File: src/rtl/mtd_pkg.sv
// ---------------------------------------------------------------------------
// mtd_pkg: shared types and constants for the multi-tap delay core
// Sizes, register codes, reset values and the read tag for the tap pipeline.
// ---------------------------------------------------------------------------
package mtd_pkg;

  localparam int DEPTH       = 262144;
  localparam int ADDR_BITS   = $clog2(DEPTH);
  localparam int SAMPLE_BITS = 24;
  localparam int DELAY_BITS  = 18;
  localparam int GAIN_BITS   = 16;
  localparam int GAIN_FRAC   = 15;
  localparam int TAP_COUNT   = 3;
  localparam int TAP_BITS    = (TAP_COUNT > 1) ? $clog2(TAP_COUNT) : 1;
  localparam int PHASE_BITS  = $clog2(TAP_COUNT + 1);
  localparam int IDX_BITS    = 3;
  localparam int CFG_BITS    = 18;
  localparam int PROD_BITS   = SAMPLE_BITS + GAIN_BITS;
  localparam int ACC_BITS    = PROD_BITS + 2;
  localparam int SUM_BITS    = ACC_BITS - GAIN_FRAC + 1;
  localparam int OCC_BITS    = 2;
  localparam int OCC_LIMIT   = 2;

  typedef enum logic [IDX_BITS-1:0] {
    REG_TAP1_DELAY = 3'd0,
    REG_TAP2_DELAY = 3'd1,
    REG_TAP3_DELAY = 3'd2,
    REG_TAP1_GAIN  = 3'd3,
    REG_TAP2_GAIN  = 3'd4,
    REG_TAP3_GAIN  = 3'd5
  } reg_idx_t;

  typedef logic [2:0][DELAY_BITS-1:0] delay_vec_t;
  typedef logic [2:0][GAIN_BITS-1:0]  gain_vec_t;

  localparam delay_vec_t DELAY_RESET = {18'd144000, 18'd96000, 18'd48000};
  localparam gain_vec_t  GAIN_RESET  = {16'd9830, 16'd19661, 16'd26214};

  // Travels alongside one delay memory read
  typedef struct packed {
    logic                          vld;
    logic                          hit;    // entry was written since reset
    logic                          first;
    logic                          last;
    logic [TAP_BITS-1:0]           tap;
    logic signed [SAMPLE_BITS-1:0] x;
  } tag_t;

endpackage

File: src/rtl/mtd_cfg.sv
// ---------------------------------------------------------------------------
// mtd_cfg: tap delay and gain registers
// Decode the register index and hold delays and gains.
// ---------------------------------------------------------------------------
module mtd_cfg
  import mtd_pkg::*;
(
  input  logic                clk,
  input  logic                rst_n,
  input  logic                cfg_valid,
  input  logic [IDX_BITS-1:0] cfg_index,
  input  logic [CFG_BITS-1:0] cfg_data,
  output delay_vec_t          delays,
  output gain_vec_t           gains
);

  delay_vec_t delay_r, delay_nxt;
  gain_vec_t  gain_r, gain_nxt;

  always_comb begin
    delay_nxt = delay_r;
    gain_nxt  = gain_r;
    if (cfg_valid) begin
      case (reg_idx_t'(cfg_index))
        REG_TAP1_DELAY: delay_nxt[0] = cfg_data[DELAY_BITS-1:0];
        REG_TAP2_DELAY: delay_nxt[1] = cfg_data[DELAY_BITS-1:0];
        REG_TAP3_DELAY: delay_nxt[2] = cfg_data[DELAY_BITS-1:0];
        REG_TAP1_GAIN:  gain_nxt[0]  = cfg_data[GAIN_BITS-1:0];
        REG_TAP2_GAIN:  gain_nxt[1]  = cfg_data[GAIN_BITS-1:0];
        REG_TAP3_GAIN:  gain_nxt[2]  = cfg_data[GAIN_BITS-1:0];
        default: ;  // drop writes to unknown indexes
      endcase
    end
  end

  always_ff @(posedge clk) begin
    if (!rst_n) begin
      delay_r <= DELAY_RESET;
      gain_r  <= GAIN_RESET;
    end else begin
      delay_r <= delay_nxt;
      gain_r  <= gain_nxt;
    end
  end

  assign delays = delay_r;
  assign gains  = gain_r;

endmodule

File: config.mk
export PLATFORM = sky130hd
export DESIGN_NAME = mtd_cfg
export DESIGN_NICKNAME = d
export VERILOG_FILES = /design/src/rtl/mtd_pkg.sv /design/src/rtl/mtd_cfg.sv
export SDC_FILE = /design/constraint.sdc
export NUM_CORES = 1
export LEC_CHECK = 0
export BUFFER_PORTS_ARGS = -buffer_cell sky130_fd_sc_hd__buf_4
export CAP_MARGIN = 5
export CORE_ASPECT_RATIO = 0.9
export CORE_MARGIN = 2
export CORE_UTILIZATION = 50
export CTS_CLUSTER_SIZE = 10
export DETAILED_ROUTE_END_ITERATION = 10
export GPL_TIMING_DRIVEN = 0
export PLACE_DENSITY = 0.79
export SLEW_MARGIN = 20
export SYNTH_ARGS = -nofsm -noshare
export SYNTH_HDL_FRONTEND = slang
export SYNTH_SLANG_ARGS = --single-unit
File: constraint.sdc
create_clock -name clk -period 1.23 [get_ports clk]
set_input_delay 0.0615 -clock clk [delete_from_list [all_inputs] [get_ports clk]]
set_output_delay 0.0615 -clock clk [all_outputs]
set_load 0.01 [all_outputs]
==> results.md <==
* Diodes inserted at 0
* DR top layer: met4
* CP Capture Type: register
* CP required at about 1.5 ns
* Multi-input gate area at about 1800 µm²
* Fmax at 931 MHz
* Met2 wire len at 5010 µm
* Metal3 WL at 721 µm
* CTS Sinks at between 100 and 150
* Syn Std Cell Area at about 4000 µm²
* Async set-reset flop share out of synthesis at 0
* Top-area cell type share of the netlist area at 0.513
* Initial cell density of the core at 0.522
* Total power at a little over 6 mW
* Num CTS Buffers at 9
* Root buffer cell: clkbuf_8
* YS warnings at 0
* Vias at approximately 3200
* Rel. slew slack at 0.586
* Yosys top cell by area: dfxtp_1
* RSZ-0062 raised after global routing: false
* Num rows at 30
* DP HPWL at just under 8000 µm
* Skew final at 0 ns
* Sequential element share of the synthesized area at 0.513
* Syn Inst Count at approximately 380
* Hold WC Path Type: in -> reg
* M1 WL at ~4800 µm
* Maximum vdd drop at 722 µV
* DP Worst Slack at -0.214 ns
* Sequential cell area at 2040 µm²
* Post-Route Utilization at 0.702
* Most area-consuming cells after synthesis: dfxtp_1 (51%), mux2i_1 (26%), nor2b_1 (9.3%)
* CP Max Fanout at 10
* First-pass GRT wire length at ~16000 µm
* DRC Markers at 0
* Die area at approximately 8700 µm²
* Io pins at between 100 and 150
* Worst-margin pin slew at 0.621 ns
* Synth unique cells at 15
* Worst endpoint data arrival time at 1.37 ns
* # Max-Cap Violations at 0
* Post-synthesis area per instance at ~10 µm²
* WHS at ~0.0035 ns
* Final cell count without fillers at between 600 and 700
* Drt wl/cell at 16.9 µm
* Antenna-violating nets left at 0
* Number of vias per cell at ~5
* Main synth FF type: dfxtp_1
* Yosys reg bits at 102
* Core Area at between 7000 and 8000 µm²
* Share of cells above drive strength 1 at 0.286
* Crit share post-route at 0.873
* Outcome: complete, no violations
* Syn Nets at roughly 410
* Period minus WS final at ~1.1 ns
* First drt pass iteration count at 4
* RD Place Congestion at around 0.78
* Critical path class: in -> reg
* GR Overflow Total at 0
* Die W at between 90 and 100 µm
* Initial antenna violation count at 0
* Worst skew pair latency at between 0.3 and 0.4 ns
* Layout area overhead at 34.4%
* Number of global-route vias before repair at approximately 3200
* Pwr dens at 1140 nW/µm²
* CTS tree: done
* H-tree levels at 3
* Largest net degree at the start of global routing at 18
* Leakage at between 2 and 3 nW
* Setup ws final at around 0.16 ns
* Fillers at around 620
* All-Layer GR Usage at 0.246
* Post_cts resized at 0
* CTS Buffer Depth at 2
* Iter 0 DRT Violations at 70
* CTS clk-pin slew, worst paths at roughly 0.10 ns
* Post-Route WL at 10600 µm
* EDFF count, synth at 0
* Final Max Tran Viols at 0
* Final setup fails at 0
* Post-Place Cells at 598
* Startpoint types: primary input
* Die height at 88.6 µm
* Post-synth top cells: dfxtp_1 (102), mux2i_1 (102), nand2_1 (78)
* Nets at between 500 and 600
* Input/output buffers at 121
* Final Hold Viols at 0
## flip-flops by register name (all words and copies together), names as in the netlist
register,flops
delays,54
gains,48
## where the power goes
group	total, mW	internal, mW	switching, mW
combinational	0.613	0.294	0.319
clock	2.09	0.933	1.16
sequential	3.42	3.37	0.0432
total	6.12	4.60	1.52
## cell type report
type / count / share of cell area
well taps: 96 / 0.0225
plain buffers: 30 / 0.0276
repair buffers: 135 / 0.196
multi-input cells: 249 / 0.334
clock inverters: 4 / 0.00655
flip-flops and latches: 102 / 0.382
clock buffers: 12 / 0.0309
## repair_timing
item / 4_1_cts / 5_1_grt
setup buffers: 0 / 0
hold endpoints to repair: 20 / 0
setup endpoints to repair: 0 / 0
hold buffers: 14 / 0
## final timing paths
check                   start    endpoint  slack (ns)  cells past startpoint
setup / recovery        rst_n  delays[35]        0.16                      5
hold / removal    cfg_data[7]   gains[23]       0.003                      3
setup reg to reg     gains[2]    gains[2]        0.56                      2
hold reg to reg     delays[6]   delays[6]        0.47                      2
## stage by stage
step	TNS, ns	area, µm²
global route	0	5350
finish	0	5350
CTS	0	5350
floorplan	0	3980
detailed placement	-5.77	5010
global placement	-5.35	5010
## cells by family after synthesis
logic type | synth area share
mux | 0.257
simple gates | 0.193
flops | 0.513
buf+inv | 0.0371
## worst max-delay path, stage by stage
cell and delay (ns):
buf_2 0.15, clkbuf_1 0.39, clkbuf_1 0.49, nand2_1 0.13
mux2i_1 0.15
## cell usage in the layout (no fill, tap or decap), drive strengths merged
cell	Yosys	layout
mux2i	102	102
or4b	1	1
nand4bb	2	2
inv	0	4
dfxtp	102	102
nor4bb	2	2
nand2	78	78
buf	14	135
nor4b	1	1
clkbuf	16	28
nor2b	59	59
nand4b	2	2
and4b	1	1
and4bb	1	1
dlygate4sd3	0	14
## metal layers
layer	vias to the layer above	track usage
met2	103	0.427
li1	1546	-
met3	10	0.0742
met5	-	0
met1	1550	0.305
met4	0	0.0593
(Power assumes the default switching activity.)
