File: src/rtl/mtd_pkg.sv
// ---------------------------------------------------------------------------
// mtd_pkg: shared types and constants for the multi-tap delay core
// Sizes, register codes, reset values and the read tag for the tap pipeline.
// ---------------------------------------------------------------------------
package mtd_pkg;

  localparam int DEPTH       = 262144;
  localparam int ADDR_BITS   = $clog2(DEPTH);
  localparam int SAMPLE_BITS = 24;
  localparam int DELAY_BITS  = 18;
  localparam int GAIN_BITS   = 16;
  localparam int GAIN_FRAC   = 15;
  localparam int TAP_COUNT   = 3;
  localparam int TAP_BITS    = (TAP_COUNT > 1) ? $clog2(TAP_COUNT) : 1;
  localparam int PHASE_BITS  = $clog2(TAP_COUNT + 1);
  localparam int IDX_BITS    = 3;
  localparam int CFG_BITS    = 18;
  localparam int PROD_BITS   = SAMPLE_BITS + GAIN_BITS;
  localparam int ACC_BITS    = PROD_BITS + 2;
  localparam int SUM_BITS    = ACC_BITS - GAIN_FRAC + 1;
  localparam int OCC_BITS    = 2;
  localparam int OCC_LIMIT   = 2;

  typedef enum logic [IDX_BITS-1:0] {
    REG_TAP1_DELAY = 3'd0,
    REG_TAP2_DELAY = 3'd1,
    REG_TAP3_DELAY = 3'd2,
    REG_TAP1_GAIN  = 3'd3,
    REG_TAP2_GAIN  = 3'd4,
    REG_TAP3_GAIN  = 3'd5
  } reg_idx_t;

  typedef logic [2:0][DELAY_BITS-1:0] delay_vec_t;
  typedef logic [2:0][GAIN_BITS-1:0]  gain_vec_t;

  localparam delay_vec_t DELAY_RESET = {18'd144000, 18'd96000, 18'd48000};
  localparam gain_vec_t  GAIN_RESET  = {16'd9830, 16'd19661, 16'd26214};

  // Travels alongside one delay memory read
  typedef struct packed {
    logic                          vld;
    logic                          hit;    // entry was written since reset
    logic                          first;
    logic                          last;
    logic [TAP_BITS-1:0]           tap;
    logic signed [SAMPLE_BITS-1:0] x;
  } tag_t;

endpackage

File: src/rtl/mtd_mac.sv
// ---------------------------------------------------------------------------
// mtd_mac: tap multiply, accumulate and output saturation
// Multiply each read by its gain, sum per sample, add the input, saturate.
// ---------------------------------------------------------------------------
module mtd_mac
  import mtd_pkg::*;
(
  input  logic                   clk,
  input  logic                   rst_n,
  input  tag_t                   rd_tag,
  input  logic [SAMPLE_BITS-1:0] rd_data,
  input  gain_vec_t              gains,
  output logic                   res_vld,
  output logic [SAMPLE_BITS-1:0] res_data
);

  localparam logic signed [SUM_BITS-1:0] SAT_HI =
    SUM_BITS'({1'b0, {(SAMPLE_BITS-1){1'b1}}});
  localparam logic signed [SUM_BITS-1:0] SAT_LO = -SAT_HI - SUM_BITS'(1);

  logic signed [SAMPLE_BITS-1:0]          opnd;
  logic signed [GAIN_BITS-1:0]            gain_sel;
  logic signed [PROD_BITS-1:0]            prod_r;
  tag_t                                   s2_tag_r;
  logic signed [ACC_BITS-1:0]             acc_r, acc_nxt;
  logic                                   fin_vld_r;
  logic signed [SAMPLE_BITS-1:0]          fin_x_r;
  logic signed [ACC_BITS-GAIN_FRAC-1:0]   shifted;
  logic signed [SUM_BITS-1:0]             sum;

  // Never-written entries read as zero
  assign opnd     = rd_tag.hit ? $signed(rd_data) : '0;
  assign gain_sel = $signed(gains[rd_tag.tap]);

  always_ff @(posedge clk) begin
    prod_r <= opnd * gain_sel;
  end

  always_ff @(posedge clk) begin
    if (!rst_n) begin
      s2_tag_r.vld <= 1'b0;
    end else begin
      s2_tag_r.vld <= rd_tag.vld;
    end
    s2_tag_r.hit   <= rd_tag.hit;
    s2_tag_r.first <= rd_tag.first;
    s2_tag_r.last  <= rd_tag.last;
    s2_tag_r.tap   <= rd_tag.tap;
    s2_tag_r.x     <= rd_tag.x;
  end

  always_comb begin
    acc_nxt = acc_r;
    if (s2_tag_r.vld) begin
      acc_nxt = (s2_tag_r.first ? ACC_BITS'(0) : acc_r) + ACC_BITS'(prod_r);
    end
  end

  always_ff @(posedge clk) begin
    if (!rst_n) begin
      fin_vld_r <= 1'b0;
    end else begin
      fin_vld_r <= s2_tag_r.vld && s2_tag_r.last;
    end
    acc_r   <= acc_nxt;
    fin_x_r <= s2_tag_r.x;
  end

  // Arithmetic shift floors toward minus infinity
  assign shifted = acc_r[ACC_BITS-1:GAIN_FRAC];
  assign sum     = SUM_BITS'(shifted) + SUM_BITS'(fin_x_r);

  always_comb begin
    if (sum > SAT_HI) begin
      res_data = SAT_HI[SAMPLE_BITS-1:0];
    end else if (sum < SAT_LO) begin
      res_data = SAT_LO[SAMPLE_BITS-1:0];
    end else begin
      res_data = sum[SAMPLE_BITS-1:0];
    end
  end

  assign res_vld = fin_vld_r;

endmodule

File: config.mk
export PLATFORM = sky130hd
export DESIGN_NAME = mtd_mac
export DESIGN_NICKNAME = d
export VERILOG_FILES = /design/src/rtl/mtd_pkg.sv /design/src/rtl/mtd_mac.sv
export SDC_FILE = /design/constraint.sdc
export NUM_CORES = 1
export LEC_CHECK = 0
export BUFFER_PORTS_ARGS = -buffer_cell sky130_fd_sc_hd__buf_2
export CAP_MARGIN = 5
export CORE_ASPECT_RATIO = 1.1
export CORE_MARGIN = 2
export CORE_UTILIZATION = 50
export CTS_BUF_LIST = sky130_fd_sc_hd__clkbuf_4 sky130_fd_sc_hd__clkbuf_8
export DETAILED_ROUTE_END_ITERATION = 10
export PLACE_DENSITY = 0.7
export SYNTH_ARGS = -nofsm -noshare
export SYNTH_HDL_FRONTEND = slang
export SYNTH_SLANG_ARGS = --single-unit
File: constraint.sdc
create_clock -name clk -period 9 [get_ports clk]
set_clock_uncertainty 0.2 [all_clocks]
set_input_delay 1.35 -clock clk [delete_from_list [all_inputs] [get_ports clk]]
set_output_delay 1.35 -clock clk [all_outputs]
set_load 0.01 [all_outputs]
==> results of run 1 <==
## cell usage in the layout, fill, tap and decap left out, drive strengths merged, types with 42 or more instances in the layout
cell	Yosys	routed
inv	458	460
a21o	63	63
nor2	234	234
fa	376	376
dfxtp	92	92
ha	166	166
buf	15	182
xnor2	71	71
edfxtp	42	42
a21oi	119	119
o21ai	53	53
nand2	294	294
nor2b	46	46
## cells by family (layout without fill, tap and decap cells)
logic type / count (synthesis) / count (layout) / synth area share
adders and majority gates: 542 / 542 / 0.446
buffers and inverters: 543 / 673 / 0.0959
DFF: 134 / 134 / 0.144
AOI/OAI and AO/OA: 367 / 367 / 0.117
and+or+nand+nor: 727 / 727 / 0.150
xor gates and xnor gates: 92 / 92 / 0.0387
muxes: 16 / 16 / 0.00744
other: 0 / 1 / 0
## final timing paths
path                                    from     endpoint  slack (ns)
worst max-delay path              rd_tag[24]   prod_r[39]        0.40
worst min-delay path            s2_tag_r[19]  fin_x_r[19]        0.13
worst max register to register  s2_tag_r[27]    acc_r[29]        4.79
worst min register to register  s2_tag_r[19]  fin_x_r[19]        0.13
## worst max-delay path: cells and delay by family
family / cells / cell delay (ns)
fa+ha+maj: 7 / 3.44
mux: 1 / 0.20
buf+inv: 6 / 0.72
simple gates: 3 / 0.39
compound gates: 9 / 2.69
## cell usage after synthesis, types with 4 or more instances
library cell  count  area (um^2)
xor2_1           20          175
ha_1            166         2080
edfxtp_1         42         1260
clkbuf_1         69          259
nor3_1           19         95.1
o21bai_1         19          143
nand3_1          26          130
a31oi_1          12         75.1
and2_1           35          219
fa_1            376         7530
dfxtp_1          92         1840
nand3b_1          5         37.5
or3_1             4         25.0
o22ai_1           5         31.3
nand2b_1         13         81.3
nor4_1            6         37.5
a2111oi_0         4         35.0
o21ai_0          39          195
nor2b_1          46          288
xnor2_1          70          613
nor2_1          233          875
o21ai_1          11         55.1
and4_1            4         35.0
a311oi_1          5         43.8
nand2_1         294         1100
a21o_1           62          465
nand4_1          14         87.6
and3_1           12         75.1
a21oi_1         117          586
inv_1           458         1720
buf_1            11         41.3
o31ai_1           4         30.0
o211ai_1          8         60.1
o21a_1            8         60.1
nand3_2           6         60.1
a211oi_1         19          143
mux2i_1          16          160
## final cells by class
type / instances / area (um^2)
tap: 567 / 709
fill: 3813 / 19000
clock buffer: 20 / 269
antenna: 1 / 2.50
clock inverter: 12 / 198
inverter: 459 / 1730
timing repair buffer: 182 / 1050
sequential: 134 / 3100
multi-input combinational: 1744 / 16400
## stage by stage
stage	hold slack, ns	setup slack (ns)	TNS (ns)	power, mW	std cells
global placement	0.112	0.124	0	6.20	3086
detailed placement	0.112	-0.0437	-0.0865	6.33	3086
floorplan	0.110	0.243	0	5.14	2421
finish	0.130	0.404	0	6.95	3119
CTS	0.130	0.459	0	6.96	3118
global route	0.133	0.0316	0	7.74	3119
## power by group
part	switching (mW)	internal (mW)
clock network	0.243	0.347
logic	3.13	2.25
registers	0.0838	0.896
## layer usage
layer  GRT usage  part of all wire  up-vias
li1            -                 -     7862
met1       0.343              0.43     8188
met2       0.449              0.47      615
met3      0.0370             0.064      116
met4       0.101             0.035        0
met5           0                 0        -
## sequential cells by signal, indices dropped and copies added (netlist names)
name,flops
acc_r,42
fin_x_r,24
prod_r,40
res_vld,1
s2_tag_r,27
## timing repair
action / in CTS / in global routing
endpoints found under the setup margin: 0 / 3
hold buffers: 0 / 0
gates resized for setup: 0 / 2
==> out/qor.yml, run 1 <==
setup_path:
  critPathArrivalTime_ns: 8.78
  crit_path_max_fanout: 10
  crit_path_frequent_cell: "fa_1"
  critPathSlowestCell: "fa_1"
  setup.worst_path.start_class: "input pin"
  worst_path_largest_cell_delay_ns: 0.54
  criticalPathCategory: "input pin to flop"
  required_ns: 9.18
  r2r_cells: 13
  end_kind: "flop"
logic_synthesis:
  synth_area_mm2: 0.0215
  synth_top_flop_cell: "dfxtp_1"
  netlist_instances: 2421
  ys_async_sr_fraction: 0
  syn_avg_cell_area_um2: 8.89
  syn-num-nets: 3067
  ys_types: 84
  synth_seq_cells: 134
  yosys_warnings: 0
  ys_seq_area_frac: 0.144
  synth_edf_count: 42
global_route:
  grt_max_degree: 44
  grt_pass1_wl_mm: 92.9
  grt_usage: 0.265
  antenna_found_initial: 1
  grt_pass1_vias: 17800
  grt_overflow_total: 0
route:
  wl_mm: 57.1
  drt-pass1-iter-count: 7
  drc: 0
  vias: 16800
  post_drt_via_cell_ratio: 5.38
  drt-initial-drc-count: 968
  detail_route.wl_per_cell_um: 18.3
  ant_nets: 0
job:
  drv_cap: 0
timing:
  drv_slew: 0
  finalHoldViolCount: 0
  rsz0062_at_grt: "no"
  min_period_over_period: 0.955
  max_freq_ghz: 0.116
  max_slew_margin: 0.245
  fin_crit_ns: 8.60
  setup_viol: 0
  worst_pin_slew_ns: 1.13
layout:
  post-route-util: 0.552
  area_growth_pct: 8.82
  finish.instance_area_mm2: 0.0234
  drive_gt1_frac: 0.0996
  fin_nets: 3184
cts:
  clk_latency_ns: 0.47
  h-tree-depth: 4
  cts_setup_buffers: 0
  clock_sinks: 134
  cts_max_path_buffers: 2
  cts_tree: "yes"
  clk_pin_slew_ns: 0.08
  numCtsBuffers: 17
  root_buffer: "clkbuf_8"
place:
  place_area_mm2: 0.0229
  io_buffers: 128
  gp_congestion: 1.00
  dpl.hpwl_mm: 47.6
power:
  leakage_nw: 11.6
  powerDensity_mw_per_mm2: 297
  peakVddDrop_mv: 0.175
floorplanning:
  dieArea_mm2: 0.0447
  rows: 79
  fp.dieH_um: 222
  design.core.area_mm2: 0.0424
  die_x_um: 202
  pin_count: 129
  start_util: 0.508
hold_path:
  min_path_cells: 0
  hp-class: "flop to flop"
status:
  outcome: "completed"
Power figures use the tool's default switching activity.
==> inputs of run 2 (changes only) <==
--- a/config.mk
+++ b/config.mk
@@ -5,6 +5,7 @@
 export SDC_FILE = /design/constraint.sdc
 export NUM_CORES = 1
 export LEC_CHECK = 0
+export ABC_AREA = 1
 export BUFFER_PORTS_ARGS = -buffer_cell sky130_fd_sc_hd__buf_2
 export CAP_MARGIN = 5
 export CORE_ASPECT_RATIO = 1.1
==> run 2 against run 1 <==
First-iteration DRC count is 42% higher. Utilization fell by 0.40 points. Global-route usage rose by 3.2 points. Final cell count up 19%. Critical path depth increased by 1. Sequential share of layout area down 0.56 points. Combinational power is 19% higher. Cell area rose by 4.4%. Synthesized area increased by 5.3%. Sequential power grew 7%. Via count is 16% higher. Critical endpoint is now prod_r[36]. Largest power group unchanged.
==> out/qor.yml, run 2 <==
logic_synthesis:
  ys_async_sr_fraction: 0
  synth_edf_count: 42
  synthTopCellsByArea: "fa_1, inv_1, nand2_1"
  synth_top_area_share: 0.332
  post-synth-top-count-cell: "inv_1"
  synth_seq_cells: 134
  ys_types: 44
  synth_top_flop_cell: "dfxtp_1"
  synth_area_mm2: 0.0227
  netlist_instances: 2981
  synth_commonest_cells: "inv_1, nand2_1, nor2_1, fa_1, ha_1"
  yosysTopAreaCell: "fa_1"
  yosys_warnings: 0
  syn-num-nets: 3627
  ys_seq_area_frac: 0.137
  syn_avg_cell_area_um2: 7.60
timing:
  setup_viol: 0
  max_slew_margin: 0.271
  finalHoldViolCount: 0
  fin_crit_ns: 8.54
  whs_ns: 0.132
  setup_tns_ns: 0
  rsz0062_at_grt: "no"
  min_period_over_period: 0.948
  max_freq_ghz: 0.117
  drv_slew: 0
  worst_pin_slew_ns: 1.09
floorplanning:
  rows: 81
  fp.dieH_um: 227
  design.core.area_mm2: 0.0446
  dieArea_mm2: 0.0471
  start_util: 0.508
  die_x_um: 207
  pin_count: 129
place:
  io_buffers: 128
  gp_congestion: 0.999
  dpl.hpwl_mm: 58.2
  place_area_mm2: 0.0240
global_route:
  grt_usage: 0.297
  antenna_found_initial: 0
  grt_overflow_total: 0
  grt_pass1_wl_mm: 108
  grt_pass1_vias: 20800
  grt_max_degree: 44
setup_path:
  critPathArrivalTime_ns: 8.75
  criticalPathCategory: "input pin to flop"
  worst_path_largest_cell_delay_ns: 0.57
  crit_family: "adder cells"
  critPathSlowestCell: "o21ai_0"
  end_kind: "flop"
  path_buf_inv: 10
  setup.worst_path.start_class: "input pin"
  required_ns: 9.22
  crit_path_max_fanout: 17
  crit_path_frequent_cell: "inv_1"
power:
  peakVddDrop_mv: 0.178
  powerDensity_mw_per_mm2: 326
  leakage_nw: 12.8
  fin_total_pwr_mw: 7.97
route:
  detail_route.wl_per_cell_um: 18.3
  drt-initial-drc-count: 1373
  top_layer: "met4"
  wl_met2_mm: 33.0
  vias: 19500
  wl_met1_mm: 26.1
  ant_nets: 0
  drc: 0
  wl_met3_mm: 4.36
  post_drt_via_cell_ratio: 5.26
  drt-pass1-iter-count: 5
  wl_mm: 67.7
cts:
  ctsResizeCount: 0
  clk_latency_ns: 0.48
  root_buffer: "clkbuf_8"
  cts_tree: "yes"
  numCtsBuffers: 17
  cts_max_path_buffers: 2
  ctsHoldBuffers: 0
  clk_pin_slew_ns: 0.08
  h-tree-depth: 4
  cts_setup_buffers: 0
  clock_sinks: 134
layout:
  antenna_cells: 0
  largest_reg_flops: 42
  fin_nets: 3753
  finish.instance_area_mm2: 0.0244
  fillers: 4344
  drive_gt1_frac: 0.0705
  top_register: "acc_r"
  layout_commonest_cell: "inv_1"
  final_cell_mix: "inv_1, nand2_1, nor2_1"
  area_growth_pct: 7.85
  reg_top3: "acc_r: 42 flops, prod_r: 40 flops, s2_tag_r: 27 flops"
status:
  outcome: "completed"
hold_path:
  hp-class: "flop to flop"
job:
  drv_cap: 0
-- run 2: cell count changes in the layout (fill, tap and decap cells not counted), sizes merged, moves of 24 or more --
cell	before	now
and2	35	1
a21o	63	12
o21ai	53	103
nand3	32	65
nor2b	46	0
inv	460	706
xnor2	71	34
buf	182	158
nor2	234	432
xor2	21	70
nand2	294	623
-- run 2: path summary, 6_finish.rpt --
path              cells after the start  slack [ns]          from         end
hold reg to reg                       0        0.13   s2_tag_r[2]  fin_x_r[2]
setup reg to reg                     13        5.64  s2_tag_r[27]   acc_r[29]
hold / removal                        0        0.13   s2_tag_r[2]  fin_x_r[2]
setup / recovery                     27        0.46    rd_tag[25]  prod_r[36]
-- run 2: cell families (layout without fill, tap and decap cells) --
logic type / after synthesis / in the layout / share of synthesized area
and+or+nand+nor: 1173 / 1173 / 0.206
buffers and inverters: 762 / 900 / 0.128
adders and majority gates: 542 / 542 / 0.424
AOI/OAI and AO/OA: 266 / 266 / 0.0657
DFF: 134 / 134 / 0.137
xor gates and xnor gates: 104 / 104 / 0.0402
-- run 2: routing by layer --
layer,vias up,GRT usage
met4,0,0.172
met2,814,0.529
met5,-,0
li1,9138,-
met3,205,0.0400
met1,9321,0.344
-- run 2: worst reg2reg max path, stage by stage (launching register included) --
cell     delay, ns
dfxtp_1       0.31
buf_4         0.39
inv_1         0.20
nand2_1       0.14
inv_1         0.05
ha_1          0.28
nand3_1       0.07
nand3_1       0.22
inv_1         0.06
o21ai_0       0.46
nand2_1       0.11
nand3_1       0.22
a21oi_1       0.20
xnor2_1       0.17
-- run 2: final cells by class --
cell class,count,area (um^2),area share
Tap cell,581,727,0.0297
Clock buffer,19,249,0.0102
Multi-Input combinational cell,2085,16700,0.682
Sequential cell,134,3100,0.127
Timing Repair Buffer,158,866,0.0354
Inverter,711,2670,0.109
Clock inverter,12,168,0.00686
-- run 2: power breakdown --
part / switching (mW) / internal, mW / total, mW
Combinational: 4.09 / 2.29 / 6.38
Clock: 0.264 / 0.285 / 0.549
Sequential: 0.132 / 0.916 / 1.05
-- run 2: per-stage QoR --
| step | std cells | utilization | setup slack [ns] |
|---|---|---|---|
| after CTS | 3700 | 0.548 | 0.655 |
| after floorplan | 2981 | - | 1.57 |
| after global routing | 3700 | 0.548 | 0.239 |
| after detailed placement | 3669 | 0.539 | 0.140 |
| after global placement | 3669 | 0.539 | 0.0986 |
| final | 3700 | 0.548 | 0.464 |
